===== src/hw/rtl/plm_ram.sv =====
// ============================================================================
// Per-source packet limiter table RAM
// Single write port, single read port, registered read data.
// ============================================================================
`default_nettype none

module plm_ram #(
  parameter int WIDTH  = 8,
  parameter int DEPTH  = 16,
  parameter int ADDR_W = $clog2(DEPTH)
) (
  input  wire logic              clk,
  input  wire logic              we,
  input  wire logic [ADDR_W-1:0] waddr,
  input  wire logic [WIDTH-1:0]  wdata,
  input  wire logic              re,
  input  wire logic [ADDR_W-1:0] raddr,
  output      logic [WIDTH-1:0]  rdata
);

  logic [WIDTH-1:0] mem [DEPTH];

  always_ff @(posedge clk) begin
    if (we) begin
      mem[waddr] <= wdata;
    end
    if (re) begin
      rdata <= mem[raddr];
    end
  end

endmodule

`default_nettype wire


===== config.mk =====
export PLATFORM = sky130hd
export DESIGN_NAME = plm_ram
export DESIGN_NICKNAME = d
export VERILOG_FILES = /design/src/hw/rtl/plm_ram.sv
export SDC_FILE = /design/constraint.sdc
export NUM_CORES = 1
export LEC_CHECK = 0
export ABC_CLOCK_PERIOD_IN_PS = 1700
export BUFFER_PORTS_ARGS = -buffer_cell sky130_fd_sc_hd__buf_2
export CAP_MARGIN = 10
export CORE_MARGIN = 2
export CORE_UTILIZATION = 54
export DETAILED_ROUTE_END_ITERATION = 12
export GPL_TIMING_DRIVEN = 0
export PLACE_DENSITY = 0.82
export SKIP_CTS_REPAIR_TIMING = 1
export SYNTH_ARGS = -nofsm -noshare
export SYNTH_HDL_FRONTEND = slang
export SYNTH_SLANG_ARGS = --single-unit

===== constraint.sdc =====
create_clock -name clk -period 1.7 [get_ports clk]
set_input_delay 0.255 -clock clk [delete_from_list [all_inputs] [get_ports clk]]
set_output_delay 0.255 -clock clk [all_outputs]
set_load 0.05 [all_outputs]

======== Yosys cells after proc, flatten, opt, wreduce, memory -nomap -nowiden ========
Memory sizes are Yosys's and may differ from the RTL's. A register that Yosys moved wholly into a read port is not among the register bits.
Cells that the tools add are included.
cells by class
  multiplexer cells ....................... 2
operator list
  kind              number
  2-to-1 mux 1 bit  2
storage, ports and cells
  register bits ........................... 0
  bits in writable memories ............... 128
  input port bits ......................... 19
  output and inout bits ................... 8
  word-level logic and storage cells ...... 3
  memories kept ........................... 1
memories
  memory  words  width  rd ports  clocked after memory_dff  write ports  line  source
  mem     16     8      1         1                         1            21    logic [WIDTH-1:0] mem [DEPTH];

======== Longest topological paths before layout ========
Gate-level depths: netlist of the first run.
  depth after elaboration ................. 2
  depth in mapped cells ................... 5
  gate-level depth less buffers ........... 3

======== Worst setup path after synthesis of the first run ========
No wires, ideal clock.
  path kind ............................... input to register
  from .................................... in waddr[2]
  to ...................................... mem mem[0][0] (enable)
  setup time .............................. 383 ps
  arrival ................................. 1365 ps
  required time ........................... 1317 ps
  path slack .............................. -48 ps
  stages .................................. 2
  buffers on the path ..................... 0
  path through ............................ or3b_2 nor3_1
RTL lines
  element          line  source
  start, declared  14    input wire logic [ADDR_W-1:0] waddr,
  end, declared    21
Straight into the memory's write port.

==> impl_metrics.ini, run 1 <==
[setup_path]
path_cells = mux4_1, a22oi_1, nand2_1
critical_path_arrival_ps = 1860
startpoint_type = flop
slowest_delay_ps = 490
critPathRequiredTime_ps = 1960
slowest_stage = mux4_1
crit_type = reg -> reg
cp-end-kind = flop
ff2ff_path_depth = 3
critPathBufInv = 0
cp.depth = 3
critical_path.max_fanout = 1
cp_top_family = multiplexers

[yosys]
avgSynthCellArea_um2 = 22.8
synth_top_area_cell = edfxtp_1
synth.area.top_cells = edfxtp_1 (78%), mux4_2 (7.8%), mux4_1 (7.0%)
syn-num-nets = 248
ys_seq_area_frac = 0.781
postSynthCellCount = 229
synth-seq-cells = 136
synth_top_cell_area_share = 0.781
syn_area_mm2 = 0.00523
synth_warnings = 0
synth_cell_type_count = 18

[pwr]
ir_drop_uv = 676
powerDensity_mw_per_mm2 = 1320
power.leakage_uw = 0.00206

[placement]
numPortBuffers = 25
pre_cts_slack_ps = -402
gp_congestion = 0.737
dpl.hpwl_um = 5970

[detailed_routing]
vias = 2509
wl_per_cell_um = 24.0
viasPerCell = 6.05
drt_first_pass_iters = 5
ant_nets = 0
finalWirelength_um = 9970
drtIter0Drc = 306
drc_errors = 0

[finish]
diodes = 0
final_nets = 293
multiInputGateArea_mm2 = 0.00107
seqCellArea_mm2 = 0.00408
drive_gt1_frac = 0.304
area_growth_pct = 18.1
num-fill-cells = 594
layout_common_cells = edfxtp_1 (136), buf_2 (29), mux4_2 (18), a22oi_1 (16), clkbuf_16 (16)
final_common_cell = edfxtp_1

[floorplan]
fp.dieH_um = 102
rows = 35
die_w_um = 102
io_pins = 27
core-area_mm2 = 0.00933
die_area_mm2 = 0.0105
start_util = 0.560

[timing]
final-setup-viol-count = 0
maxSlewHeadroom = 0.208
setup_slack_ps = 94.8
whs_ps = 82.3
finalClockSkew_ps = 6.23
tns_ps = 0
rsz0062_at_grt = no
worst_pin_slew_ps = 1180
final_max_slew_viol_count = 0
fmax_ghz = 0.623
hold_viol = 0
fin_crit_ps = 1610
period_share = 0.944

[clock_tree]
htreeDepth = 4
cts_root_buffer = clkbuf_8
clk_latency_ps = 520
cts.clk_slew.worst_paths_ps = 60
cts_tree = done
clk_path_buf_depth = 2
numClockSinks = 136
cts_buffers = 17

[grt]
antenna_found_initial = 0
grt_max_degree = 17
overflow = 0
grt_pass1_wl_um = 14800
grt_usage = 0.211
grt_pass1_vias = 2524

[outcome]
status = complete, no violations

[min_path]
min_path_type = in -> reg
holdPathStages = 1

[flow_run]
maxCapViolCount = 0
cells in the mapped netlist:
library cell	instances
nand3b_1	2
nor2_1	13
buf_4	1
or3b_2	1
a22oi_1	16
mux4_1	14
mux4_2	18
clkdlybuf4s25_2	3
nor3_1	4
buf_2	3
nand2b_1	2
nand2_1	9
and2b_1	1
edfxtp_1	136
buf_6	3
and2_1	1
nand3_1	1
nor2b_1	1
layer usage:
layer  vias up  routed length [µm]  global-route usage
li1       1076                   -                   -
met1      1279                4070               0.288
met2       137                4860               0.317
met3        17                 859              0.0705
met4         0                 176              0.0913
met5         -                   0                   0
registers in the layout, indices dropped and copies added (netlist names):
name and flops:
mem 128, rdata 8
worst reg2reg max path, delay by kind of cell (launching register included):
kind / cells / cell delay (ps)
flops: 1 / 380
mux: 1 / 500
simple gates: 1 / 130
compound gates: 1 / 340
power by group:
part | switching, µW | internal [µW]
registers | 17.3 | 3780
clock network | 1310 | 2660
logic | 264 | 146
total | 1590 | 6590
stage by stage:
stage               utilization  cell area, µm²  power, µW  instances
floorplan                     -            5230       4110        229
global placement          0.592            5520       4250        383
detailed placement        0.592            5520       4270        383
CTS                       0.661            6160       8210        414
global route              0.662            6170       8400        415
finish                    0.662            6170       8180        415
path summary, 6_finish.rpt:
check | to | from | slack [ps]
setup / recovery | rdata[0] | mem[3][0] | 90
hold / removal | rdata[2] | re | 80
setup reg to reg | rdata[0] | mem[3][0] | 90
hold reg to reg | rdata[3] | mem[8][3] | 760
kinds of logic (layout without fill, tap and decap cells):
kind of cell,Yosys count,in the layout,share of synthesized area
muxes,32,32,0.148
buffers and inverters,10,67,0.0165
and+or+nand+nor,35,35,0.0314
AOI/OAI and AO/OA,16,16,0.0230
DFF,136,136,0.781
layout make-up:
cell class                      count  area share
Buffer                             10      0.0140
Clock buffer                       18      0.0677
Sequential cell                   136       0.661
Timing Repair Buffer               26      0.0211
Clock inverter                     13      0.0369
Multi-Input combinational cell     83       0.173
Tap cell                          129      0.0261
No activity file was read; power rests on OpenSTA's default activity.
==> run 2, diff against run 1 <==
- BUFFER_PORTS_ARGS: -buffer_cell sky130_fd_sc_hd__buf_2 -> unset
- CORE_UTILIZATION: 54 -> 56
- DONT_BUFFER_PORTS: unset -> 1
==> impl_metrics.ini, run 2 (synthesis gave the netlist of run 1 again) <==
[min_path]
holdPathStages = 1
min_from = waddr[0]
min_to = mem[0][0]
min_path_type = in -> reg

[clock_tree]
clk_latency_ps = 510
cts_buffers = 17
cts.clk_slew.worst_paths_ps = 60
htreeDepth = 4
cts_tree = done
cts_root_buffer = clkbuf_8
clk_path_buf_depth = 2
numClockSinks = 136

[finish]
final_nets = 280
largest_reg_flops = 128
diodes = 0
final_common_cell = edfxtp_1
fin_cells = 385
regMostFlops = mem
top_regs = mem (128), rdata (8)
drive_gt1_frac = 0.223
layout_common_cells = edfxtp_1 (136), mux4_2 (18), a22oi_1 (16), clkbuf_16 (16), mux4_1 (14)
area_growth_pct = 15.6

[placement]
placed_cells = 340
numPortBuffers = 0
gp_congestion = 0.727
pre_cts_slack_ps = -257
dpl.hpwl_um = 6180

[detailed_routing]
drtIter0Drc = 408
drc_errors = 0
vias = 2460
ant_nets = 0
wl_per_cell_um = 26.3
viasPerCell = 6.39
finalWirelength_um = 10100
drt_first_pass_iters = 5

[setup_path]
ff2ff_path_depth = 3
startpoint_type = flop
critical_path_arrival_ps = 1830
critPathRequiredTime_ps = 1950
reg2reg_to = rdata[0]
cp-end-kind = flop
r2r_setup_slack_ps = 120
crit_type = reg -> reg
r2r-start = mem[6][0]
critical_path.max_fanout = 1

[timing]
period_share = 0.929
hold_viol = 0
final-setup-viol-count = 0
fin_crit_ps = 1580
tns_ps = 0
setup_slack_ps = 121
whs_ps = 12.4
rsz0062_at_grt = no
maxSlewHeadroom = 0.253
final_max_slew_viol_count = 0
worst_pin_slew_ps = 1110
finalClockSkew_ps = 4.83
fmax_ghz = 0.633

[floorplan]
start_util = 0.571
io_pins = 27
fp.dieH_um = 101
core-area_mm2 = 0.00915
die_w_um = 101
rows = 35
die_area_mm2 = 0.0101

[grt]
grt_pass1_wl_um = 14700
grt_usage = 0.217
antenna_found_initial = 0
overflow = 0
grt_pass1_vias = 2408
grt_max_degree = 17

[pwr]
power.leakage_uw = 0.00197
total_power_uw = 7550
ir_drop_uv = 824
powerDensity_mw_per_mm2 = 1250

[outcome]
status = complete, no violations

[flow_run]
maxCapViolCount = 0
==> run 2: power breakdown <==
group	leakage [µW]	total [µW]	internal (µW)	switching (µW)
Sequential	0.00124	3860	3780	78.0
Combinational	0.000476	329	139	190
Clock	0.000257	3360	2060	1300
==> run 2: worst max path at each step <==
stage	start	end	slack, ps	cells past startpoint
finish	mem[6][0]	rdata[0]	120	3
global route	mem[5][0]	rdata[0]	100	3
CTS	mem[0][0]	rdata[0]	120	3
detailed placement	waddr[2]	mem[8][3]	-260	2
global placement	waddr[2]	mem[8][3]	-160	2
floorplan	raddr[0]	rdata[1]	160	5
==> run 2: routing by layer <==
layer | track usage | wire, µm | up-vias
met1 | 0.296 | 4100 | 1241
met2 | 0.332 | 4940 | 154
met5 | 0 | 0 | -
met3 | 0.0631 | 891 | 17
li1 | - | - | 1048
met4 | 0.0896 | 215 | 0
==> run 2: stage by stage <==
step,cell area (µm²),utilization
after detailed placement,5370,0.587
after CTS,5920,0.647
final,6040,0.660
after global routing,6040,0.660
after global placement,5370,0.587
after floorplan,5230,-
==> run 2: final cells by class <==
cell class              instances  area [µm²]
multi-input cells              83        1060
fillers                       559        3110
flip-flops and latches        136        4080
well taps                     111         139
clock buffers                  18         418
repair buffers                 13         120
plain buffers                  10        86.3
clock inverters                14         134
==> run 2: worst max-delay path: stages (launching register included) <==
cell	delay, ps
edfxtp_1	380
mux4_1	570
a22oi_1	260
nand2_1	110
