**src/hw/rtl/plm_pkg.sv**
```systemverilog
// ============================================================================
// Per-source packet limiter package
// Shared constants, table entry layout and the result item structure.
// ============================================================================
`default_nettype none

package plm_pkg;

  localparam int TABLE_ENTRIES = 1024;
  localparam int IDX_W         = $clog2(TABLE_ENTRIES);
  localparam int PROBE_W       = $clog2(TABLE_ENTRIES + 1);

  localparam int LEN_W   = 16;
  localparam int ETYPE_W = 16;
  localparam int KEY_W   = 32;
  localparam int COUNT_W = 16;
  localparam int TOTAL_W = 64;

  localparam logic [LEN_W-1:0]   MIN_FRAME_BYTES = 16'd34;
  localparam logic [ETYPE_W-1:0] ETHERTYPE_IPV4  = 16'h0800;
  localparam logic [COUNT_W-1:0] LIMIT_AT_RESET  = 16'd100;

  typedef struct packed {
    logic               valid;
    logic [KEY_W-1:0]   key;
    logic [COUNT_W-1:0] count;
  } plm_entry_t;

  localparam int ENTRY_W = $bits(plm_entry_t);

  typedef struct packed {
    logic               drop;
    logic               checked;
    logic               table_full;
    logic [TOTAL_W-1:0] seen_total;
    logic [TOTAL_W-1:0] dropped_total;
  } plm_result_t;

endpackage

`default_nettype wire

```
**src/hw/rtl/plm_engine.sv**
```systemverilog
// ============================================================================
// Per-source packet limiter engine
// Clears the table after reset, then probes it for each checked item and updates it.
// ============================================================================
`default_nettype none

module plm_engine (
  input  wire logic                                clk,
  input  wire logic                                rst,
  input  wire logic                                cfg_we,
  input  wire logic [plm_pkg::COUNT_W-1:0]         cfg_wdata,
  input  wire logic                                in_valid,
  output      logic                                in_stall,
  input  wire logic [plm_pkg::LEN_W-1:0]           frame_length,
  input  wire logic [plm_pkg::ETYPE_W-1:0]         ether_type,
  input  wire logic [plm_pkg::KEY_W-1:0]           source_address,
  output      logic                                res_valid,
  input  wire logic                                res_ready,
  output      plm_pkg::plm_result_t                res,
  output      logic                                ram_we,
  output      logic [plm_pkg::IDX_W-1:0]           ram_waddr,
  output      plm_pkg::plm_entry_t                 ram_wdata,
  output      logic                                ram_re,
  output      logic [plm_pkg::IDX_W-1:0]           ram_raddr,
  input  wire plm_pkg::plm_entry_t                 ram_rdata
);

  typedef enum logic [3:0] {
    ST_CLEAR = 4'b0001,
    ST_IDLE  = 4'b0010,
    ST_PROBE = 4'b0100,
    ST_EMIT  = 4'b1000
  } state_t;

  localparam logic [plm_pkg::IDX_W-1:0]   LAST_IDX = plm_pkg::IDX_W'(plm_pkg::TABLE_ENTRIES - 1);
  localparam logic [plm_pkg::IDX_W:0]     ENTRIES_EXT =
    (plm_pkg::IDX_W + 1)'(plm_pkg::TABLE_ENTRIES);
  localparam logic [plm_pkg::PROBE_W-1:0] ENTRIES_PROBE =
    plm_pkg::PROBE_W'(plm_pkg::TABLE_ENTRIES);

  function automatic logic [plm_pkg::IDX_W-1:0] hash_index(
    input logic [plm_pkg::KEY_W-1:0] k
  );
    logic [plm_pkg::IDX_W-1:0] h;
    h = '0;
    for (int i = 0; i < plm_pkg::KEY_W; i++) begin
      h[i % plm_pkg::IDX_W] = h[i % plm_pkg::IDX_W] ^ k[i];
    end
    if ({1'b0, h} >= ENTRIES_EXT) begin
      h = h - ENTRIES_EXT[plm_pkg::IDX_W-1:0];
    end
    return h;
  endfunction

  state_t                         state;
  state_t                         state_next;
  logic [plm_pkg::IDX_W-1:0]      clr_idx;
  logic [plm_pkg::IDX_W-1:0]      probe_idx;
  logic [plm_pkg::IDX_W-1:0]      next_idx;
  logic [plm_pkg::PROBE_W-1:0]    probe_cnt;
  logic [plm_pkg::KEY_W-1:0]      key;
  logic [plm_pkg::COUNT_W-1:0]    limit;
  logic [plm_pkg::TOTAL_W-1:0]    seen_counter;
  logic [plm_pkg::TOTAL_W-1:0]    dropped_counter;
  logic [plm_pkg::TOTAL_W-1:0]    dropped_inc;
  logic [plm_pkg::IDX_W-1:0]      in_hash;
  logic                           in_checked;
  logic                           hit;
  logic                           over;
  logic                           exhausted;
  logic                           resolve;

  assign in_hash    = hash_index(source_address);
  assign in_checked = (frame_length >= plm_pkg::MIN_FRAME_BYTES) &&
                      (ether_type == plm_pkg::ETHERTYPE_IPV4);
  assign next_idx   = (probe_idx == LAST_IDX) ? '0 : probe_idx + plm_pkg::IDX_W'(1);
  assign hit        = ram_rdata.valid && (ram_rdata.key == key);
  assign over       = ram_rdata.count >= limit;
  assign exhausted  = probe_cnt == ENTRIES_PROBE;
  assign resolve    = hit || !ram_rdata.valid || exhausted;
  assign dropped_inc = dropped_counter + plm_pkg::TOTAL_W'(1);

  assign in_stall  = (state != ST_IDLE);
  assign res_valid = (state == ST_EMIT);

  always_comb begin
    state_next = state;
    ram_we     = 1'b0;
    ram_waddr  = probe_idx;
    ram_wdata  = '0;
    ram_re     = 1'b0;
    ram_raddr  = next_idx;
    case (state)
      ST_CLEAR: begin
        ram_we    = 1'b1;
        ram_waddr = clr_idx;
        if (clr_idx == LAST_IDX) begin
          state_next = ST_IDLE;
        end
      end
      ST_IDLE: begin
        if (in_valid) begin
          if (in_checked) begin
            ram_re     = 1'b1;
            ram_raddr  = in_hash;
            state_next = ST_PROBE;
          end else begin
            state_next = ST_EMIT;
          end
        end
      end
      ST_PROBE: begin
        if (hit) begin
          if (!over) begin
            ram_we    = 1'b1;
            ram_wdata = '{valid: 1'b1, key: key,
                          count: ram_rdata.count + plm_pkg::COUNT_W'(1)};
          end
        end else if (!ram_rdata.valid) begin
          ram_we    = 1'b1;
          ram_wdata = '{valid: 1'b1, key: key, count: plm_pkg::COUNT_W'(1)};
        end else if (!exhausted) begin
          ram_re = 1'b1;
        end
        if (resolve) begin
          state_next = ST_EMIT;
        end
      end
      ST_EMIT: begin
        if (res_ready) begin
          state_next = ST_IDLE;
        end
      end
      default: begin
        state_next = ST_CLEAR;
      end
    endcase
  end

  always_ff @(posedge clk) begin
    if (rst) begin
      state           <= ST_CLEAR;
      clr_idx         <= '0;
      limit           <= plm_pkg::LIMIT_AT_RESET;
      seen_counter    <= '0;
      dropped_counter <= '0;
    end else begin
      state <= state_next;
      if (cfg_we) begin
        limit <= cfg_wdata;
      end
      case (state)
        ST_CLEAR: begin
          clr_idx <= clr_idx + plm_pkg::IDX_W'(1);
        end
        ST_IDLE: begin
          if (in_valid) begin
            key       <= source_address;
            probe_idx <= in_hash;
            probe_cnt <= plm_pkg::PROBE_W'(1);
            if (in_checked) begin
              seen_counter <= seen_counter + plm_pkg::TOTAL_W'(1);
            end else begin
              res <= '{drop: 1'b0, checked: 1'b0, table_full: 1'b0,
                       seen_total: seen_counter, dropped_total: dropped_counter};
            end
          end
        end
        ST_PROBE: begin
          if (hit) begin
            res <= '{drop: over, checked: 1'b1, table_full: 1'b0,
                     seen_total: seen_counter,
                     dropped_total: over ? dropped_inc : dropped_counter};
            if (over) begin
              dropped_counter <= dropped_inc;
            end
          end else if (!ram_rdata.valid) begin
            res <= '{drop: 1'b0, checked: 1'b1, table_full: 1'b0,
                     seen_total: seen_counter, dropped_total: dropped_counter};
          end else if (exhausted) begin
            res <= '{drop: 1'b0, checked: 1'b1, table_full: 1'b1,
                     seen_total: seen_counter, dropped_total: dropped_counter};
          end else begin
            probe_idx <= next_idx;
            probe_cnt <= probe_cnt + plm_pkg::PROBE_W'(1);
          end
        end
        ST_EMIT: begin
        end
        default: begin
        end
      endcase
    end
  end

endmodule

`default_nettype wire

```
**config.mk**
```make
export PLATFORM = sky130hd
export DESIGN_NAME = plm_engine
export DESIGN_NICKNAME = d
export VERILOG_FILES = /design/src/hw/rtl/plm_pkg.sv /design/src/hw/rtl/plm_engine.sv
export SDC_FILE = /design/constraint.sdc
export NUM_CORES = 1
export LEC_CHECK = 0
export BUFFER_PORTS_ARGS = -buffer_cell sky130_fd_sc_hd__buf_2
export CAP_MARGIN = 40
export CORE_UTILIZATION = 35
export CTS_CLUSTER_DIAMETER = 100
export CTS_CLUSTER_SIZE = 16
export DETAILED_ROUTE_END_ITERATION = 10
export REMOVE_ABC_BUFFERS = 1
export SETUP_SLACK_MARGIN = 0.02
export SLEW_MARGIN = 40
export SYNTH_ARGS = -nofsm -noshare
export SYNTH_HDL_FRONTEND = slang
export SYNTH_SLANG_ARGS = --single-unit
```
**constraint.sdc**
```tcl
create_clock -name clk -period 25.4 [get_ports clk]
set_input_delay 5.08 -clock clk [delete_from_list [all_inputs] [get_ports clk]]
set_output_delay 5.08 -clock clk [all_outputs]
set_load 0.05 [all_outputs]
```
* Word level (Yosys, flattened, before mapping)
Index checks and enable logic that the tools add are counted.
** Word-level totals
- Word-level logic and storage cells :: 117
- Input bits :: 134
- Register bits :: 342
** Cells by class
- Add/sub/neg operators :: 6
- $lt $le $gt $ge :: 2
- Reduce and logical (&&, ||, !) cells :: 12
- Bitwise operators :: 23
- Equal/unequal tests :: 19
- Mux-type cells :: 42
** Operator list (number)
- $mux W131 :: 5
- $pmux W131 S2 :: 1
- $mux W49 :: 4
- $add A64 B1 Y64 const B :: 2
- $mux W10 :: 9
- $mux W64 :: 1
- $mux W11 :: 4
- $eq A32 B32 Y1 :: 1
- $pmux W11 S2 :: 1
- $xor A1 B1 Y1 :: 22
- $add A10 B1 Y10 const B :: 2
- $eq A10 B10 Y1 const B :: 2
- $mux W4 :: 5
- $pmux W10 S2 :: 1
- $add A16 B1 Y16 const B :: 1
- $eq A16 B12 Y1 const B :: 1
- $ge A16 B16 Y1 :: 1
- $ge A16 B6 Y1 const B :: 1
- $pmux W4 S4 :: 1
- $ne A2 B2 Y1 const B :: 7
- $add A11 B1 Y11 const B :: 1
- $eq A11 B11 Y1 const B :: 1
- $mux W1 :: 8
- $reduce_and A3 Y1 :: 2
- 17 further kinds :: 20

* Depth between registers and ports, before layout
- Depth after elaboration :: 6
- Gate-level depth with buffers :: 12
- Gate-level depth less buffers :: 8

* Worst setup path after synthesis
Ideal clock, no wire load.
- Kind :: input -> register
- Start :: in ram_rdata[36] (netlist bit)
- End :: reg res[0] (netlist bit) (enable)
- Arrival time :: 14791 ps
- Stages on the path :: 6
- Buffers on the path :: 0
- Setup slack :: 9827 ps
- Library setup time :: 782 ps
- Data required time :: 24618 ps
- Cell sequence :: xor2_1 nor4_1 nand4_1 nor2_1 nor2_1 nor3_1
** Between the ends
- Longest elaborated chain between the ends :: 4
** RTL lines
- start: declaration :: RTL line plm_engine.sv:25 : input wire plm_pkg::plm_entry_t ram_rdata
- $eq A32 B32 Y1 :: RTL line plm_engine.sv:77 : assign hit = ram_rdata.valid && (ram_rdata.key == key);
- $logic_and A1 B1 Y1 :: RTL line plm_engine.sv:77
- $ne A4 B4 Y1 (no line)
- $reduce_and A5 Y1 (no line)
- end signal: assignment :: RTL line plm_engine.sv:164 : res <= '{drop: 1'b0, checked: 1'b0, table_full: 1'b0,
- end signal: assignment :: RTL line plm_engine.sv:171 : res <= '{drop: over, checked: 1'b1, table_full: 1'b0,
- end signal: assignment :: RTL line plm_engine.sv:178 : res <= '{drop: 1'b0, checked: 1'b1, table_full: 1'b0,
- end: declaration :: RTL line plm_engine.sv:19 : output plm_pkg::plm_result_t res,
No other way between the ends.
A chain may end at the register's enable or synchronous reset.

==> flow_metrics.tcl <==
set metrics [dict create \
    status "complete, no violations" \
    start_util_pct 35.8 \
    postSynth.asyncResetShare_pct 0 \
    fin_skew_ns 0.0188 \
    drv_cap 0 \
    drive_above_1_share_pct 22.7 \
    die_width_um 215 \
    p_leak_uw 0.00701 \
    via_count 12600 \
    wire_per_inst_um 16.5 \
    grt_max_degree 100 \
    holdWs_ns 0.447 \
    numCtsBuffers 25 \
    irDropWorstVdd_mv 0.0694 \
    ant_nets 0 \
    routabilityCongestion 0.831 \
    cp_max_fo 99 \
    p_sw_share_pct 26.7 \
    clock_sinks 342 \
    clk_latency_ns 0.55 \
    dieArea_mm2 0.0464 \
    critPathLaunchType "input port" \
    io_pins 338 \
    synth_warnings 0 \
    wl_um 40300 \
    synthCells 1531 \
    ys_seq_area_share_pct 54.5 \
    fmax_mhz 75.0 \
    min_path_type "flip-flop to flip-flop" \
    portBuffers 336 \
    period_share_pct 52.5 \
    rsz0062_at_grt "no" \
    crit_required_ns 20.32 \
    dp_hpwl_um 28600 \
    grt_overflow 0 \
    hold_viol 0 \
    synthToLayoutAreaGrowth_pct 19.3 \
    internal_power_uw 820 \
    finalSetupTns_ns 0 \
    layout_common_cells "335 x buf_2, 184 x edfxtp_1, 158 x dfxtp_1, 135 x nand2_1, 133 x nor2_1" \
    setup_violations 0 \
    fin_crit_ns 13.32 \
    clock_tree.buffer_depth 3 \
    grt_pass1_wl_um 63600 \
    die_h_um 215 \
    cts_tree "built" \
    p_per_area_mw_per_mm2 58.9 \
    p_comb_share_pct 13.0 \
    path_class "input port to output pin" \
    synthesis.area_mm2 0.0159 \
    synth.distinct_cells 56 \
    power_frac_seq_pct 53.5 \
    yosys_register_bits 342 \
    tightest_slew_ns 0.809 \
    cts_hold_buf 0 \
    grt_use_total_pct 16.9 \
    slew_violations 0 \
    cts_root_buf "clkbuf_16" \
    fillers 4272 \
    synth_edf_count 184 \
    cts.htree.levels 1 \
    cts.repair.resized 0 \
    vias_per_cell 5.15 \
    synth_flop_cell "edfxtp_1" \
    rows 77 \
    fin_nets 1992 \
    switchingPower_uw 298 \
    layout_commonest_cell "buf_2" \
    worstPathArrival_ns 8.24 \
    post-route-drc-count 0 \
    avgSynthCellArea_um2 10.4 \
    cts.clk_slew.worst_paths_ns 0.07 \
    slew_headroom_pct 45.9 \
    core_area_mm2 0.0445 \
    crit_path_end_kind "output pin" \
    postCtsSetupBuffers 0 \
    drt_iter0_drc 628 \
    grt_pass1_vias 11800 \
    dr.pass1.iters 5 \
    antenna_found_initial 2 \
    clkPwrFrac_pct 33.6 \
]
## worst paths after layout
check                                     start                 to  slack, ns  cells past startpoint
setup reg to reg               key[1]$_DFFE_PP_  res[47]$_DFFE_PP_      22.00                      8
hold / removal    seen_counter[35]$_SDFFE_PP0P_  res[99]$_DFFE_PP_       0.45                      0
hold reg to reg   seen_counter[35]$_SDFFE_PP0P_  res[99]$_DFFE_PP_       0.45                      0
setup / recovery                   ram_rdata[9]       ram_wdata[4]      12.08                     10
## sequential cells by signal (all words and copies together), names as in the netlist
name             flops
clr_idx             10
dropped_counter     64
key                 32
limit               16
probe_cnt           11
probe_idx           10
res                131
seen_counter        64
state                4
## layout make-up
class,count,area [µm²],area share (%)
clock inverters,1,11.3,0.0593
multi-input cells,1073,6870,36.2
clock buffers,42,689,3.63
well taps,592,741,3.90
inverters,41,154,0.810
flip-flops and latches,342,8690,45.7
repair buffers,352,1840,9.68
diodes,2,5.00,0.0263
## synth_stat cells (4+ instances only)
library cell  number  area (µm²)
edfxtp_1         184        5530
nand4_1           62         388
nand3_1           78         390
nor4_1            29         181
ha_1              23         288
xnor2_1           36         315
and2_1            42         263
o21a_1             4        30.0
clkbuf_1          67         251
or3_1             30         188
dfxtp_1          158        3160
and3_1            30         188
o21ai_0           43         215
nand4b_1           9        78.8
buf_2              5        25.0
inv_1             40         150
nor2_1           135         507
nand2_1          135         507
and4_1            24         210
xor2_1           109         955
mux2i_1           15         150
mux2_2            14         158
a21oi_1           81         405
o41ai_1           10        87.6
mux2_1            11         124
nor3_1            17        85.1
nor4b_1            5        43.8
nor2b_1           14        87.6
o31ai_1           41         308
or4_1             38         285
## routing by layer
layer / track usage (%) / share of wire, % / wire, µm / vias up
met5: 0 / 0 / 0 / -
met4: 4.54 / 2.5 / 1020 / 0
met3: 2.48 / 4.9 / 1960 / 54
met2: 29.0 / 49 / 19500 / 333
met1: 22.1 / 44 / 17800 / 5996
li1: - / - / - / 6217
## cell families after synthesis
| group | count (synthesis) | share of synthesized area (%) |
|---|---|---|
| AO/OA/AOI/OAI | 202 | 7.71 |
| multiplexers | 40 | 2.71 |
| XOR/XNOR | 145 | 7.97 |
| adder cells (fa/ha/maj) | 23 | 1.81 |
| AND/OR/NAND/NOR | 663 | 22.4 |
| flip-flops | 342 | 54.5 |
| buffers and inverters | 116 | 2.84 |
## critical path: stages
cell and delay (ns):
buf_2 0.13, ha_1 0.31, a21oi_1 0.14, o21ai_0 0.13, a2111oi_1 0.66, o21a_2 0.25, buf_6 0.52, nand2_1 0.48
nor2_1 0.24, buf_2 0.29
## per-stage QoR
| step | std cells | area, µm² | setup slack (ns) | total power [µW] | utilization (%) |
|---|---|---|---|---|---|
| 6_report | 2445 | 19000 | 12.08 | 1120 | 42.7 |
| 5_1_grt | 2445 | 19000 | 11.82 | 1160 | 42.7 |
| 4_1_cts | 2443 | 19000 | 11.94 | 1130 | 42.7 |
| 3_5_place_dp | 2400 | 18300 | 11.94 | 756 | 41.1 |
| 3_3_place_gp | 2399 | 18200 | 11.75 | 753 | 40.9 |
| 2_1_floorplan | 1456 | 15600 | 9.83 | 707 | - |
## power by group through the flow
stage / logic, µW / registers (µW) / clock network (µW)
after floorplan: 77.3 / 630 / 0
after global placement: 143 / 610 / 0
after detailed placement: 145 / 611 / 0
after CTS: 146 / 598 / 390
after global routing: 155 / 599 / 408
final: 145 / 598 / 375
Power figures use the tool's default switching activity.
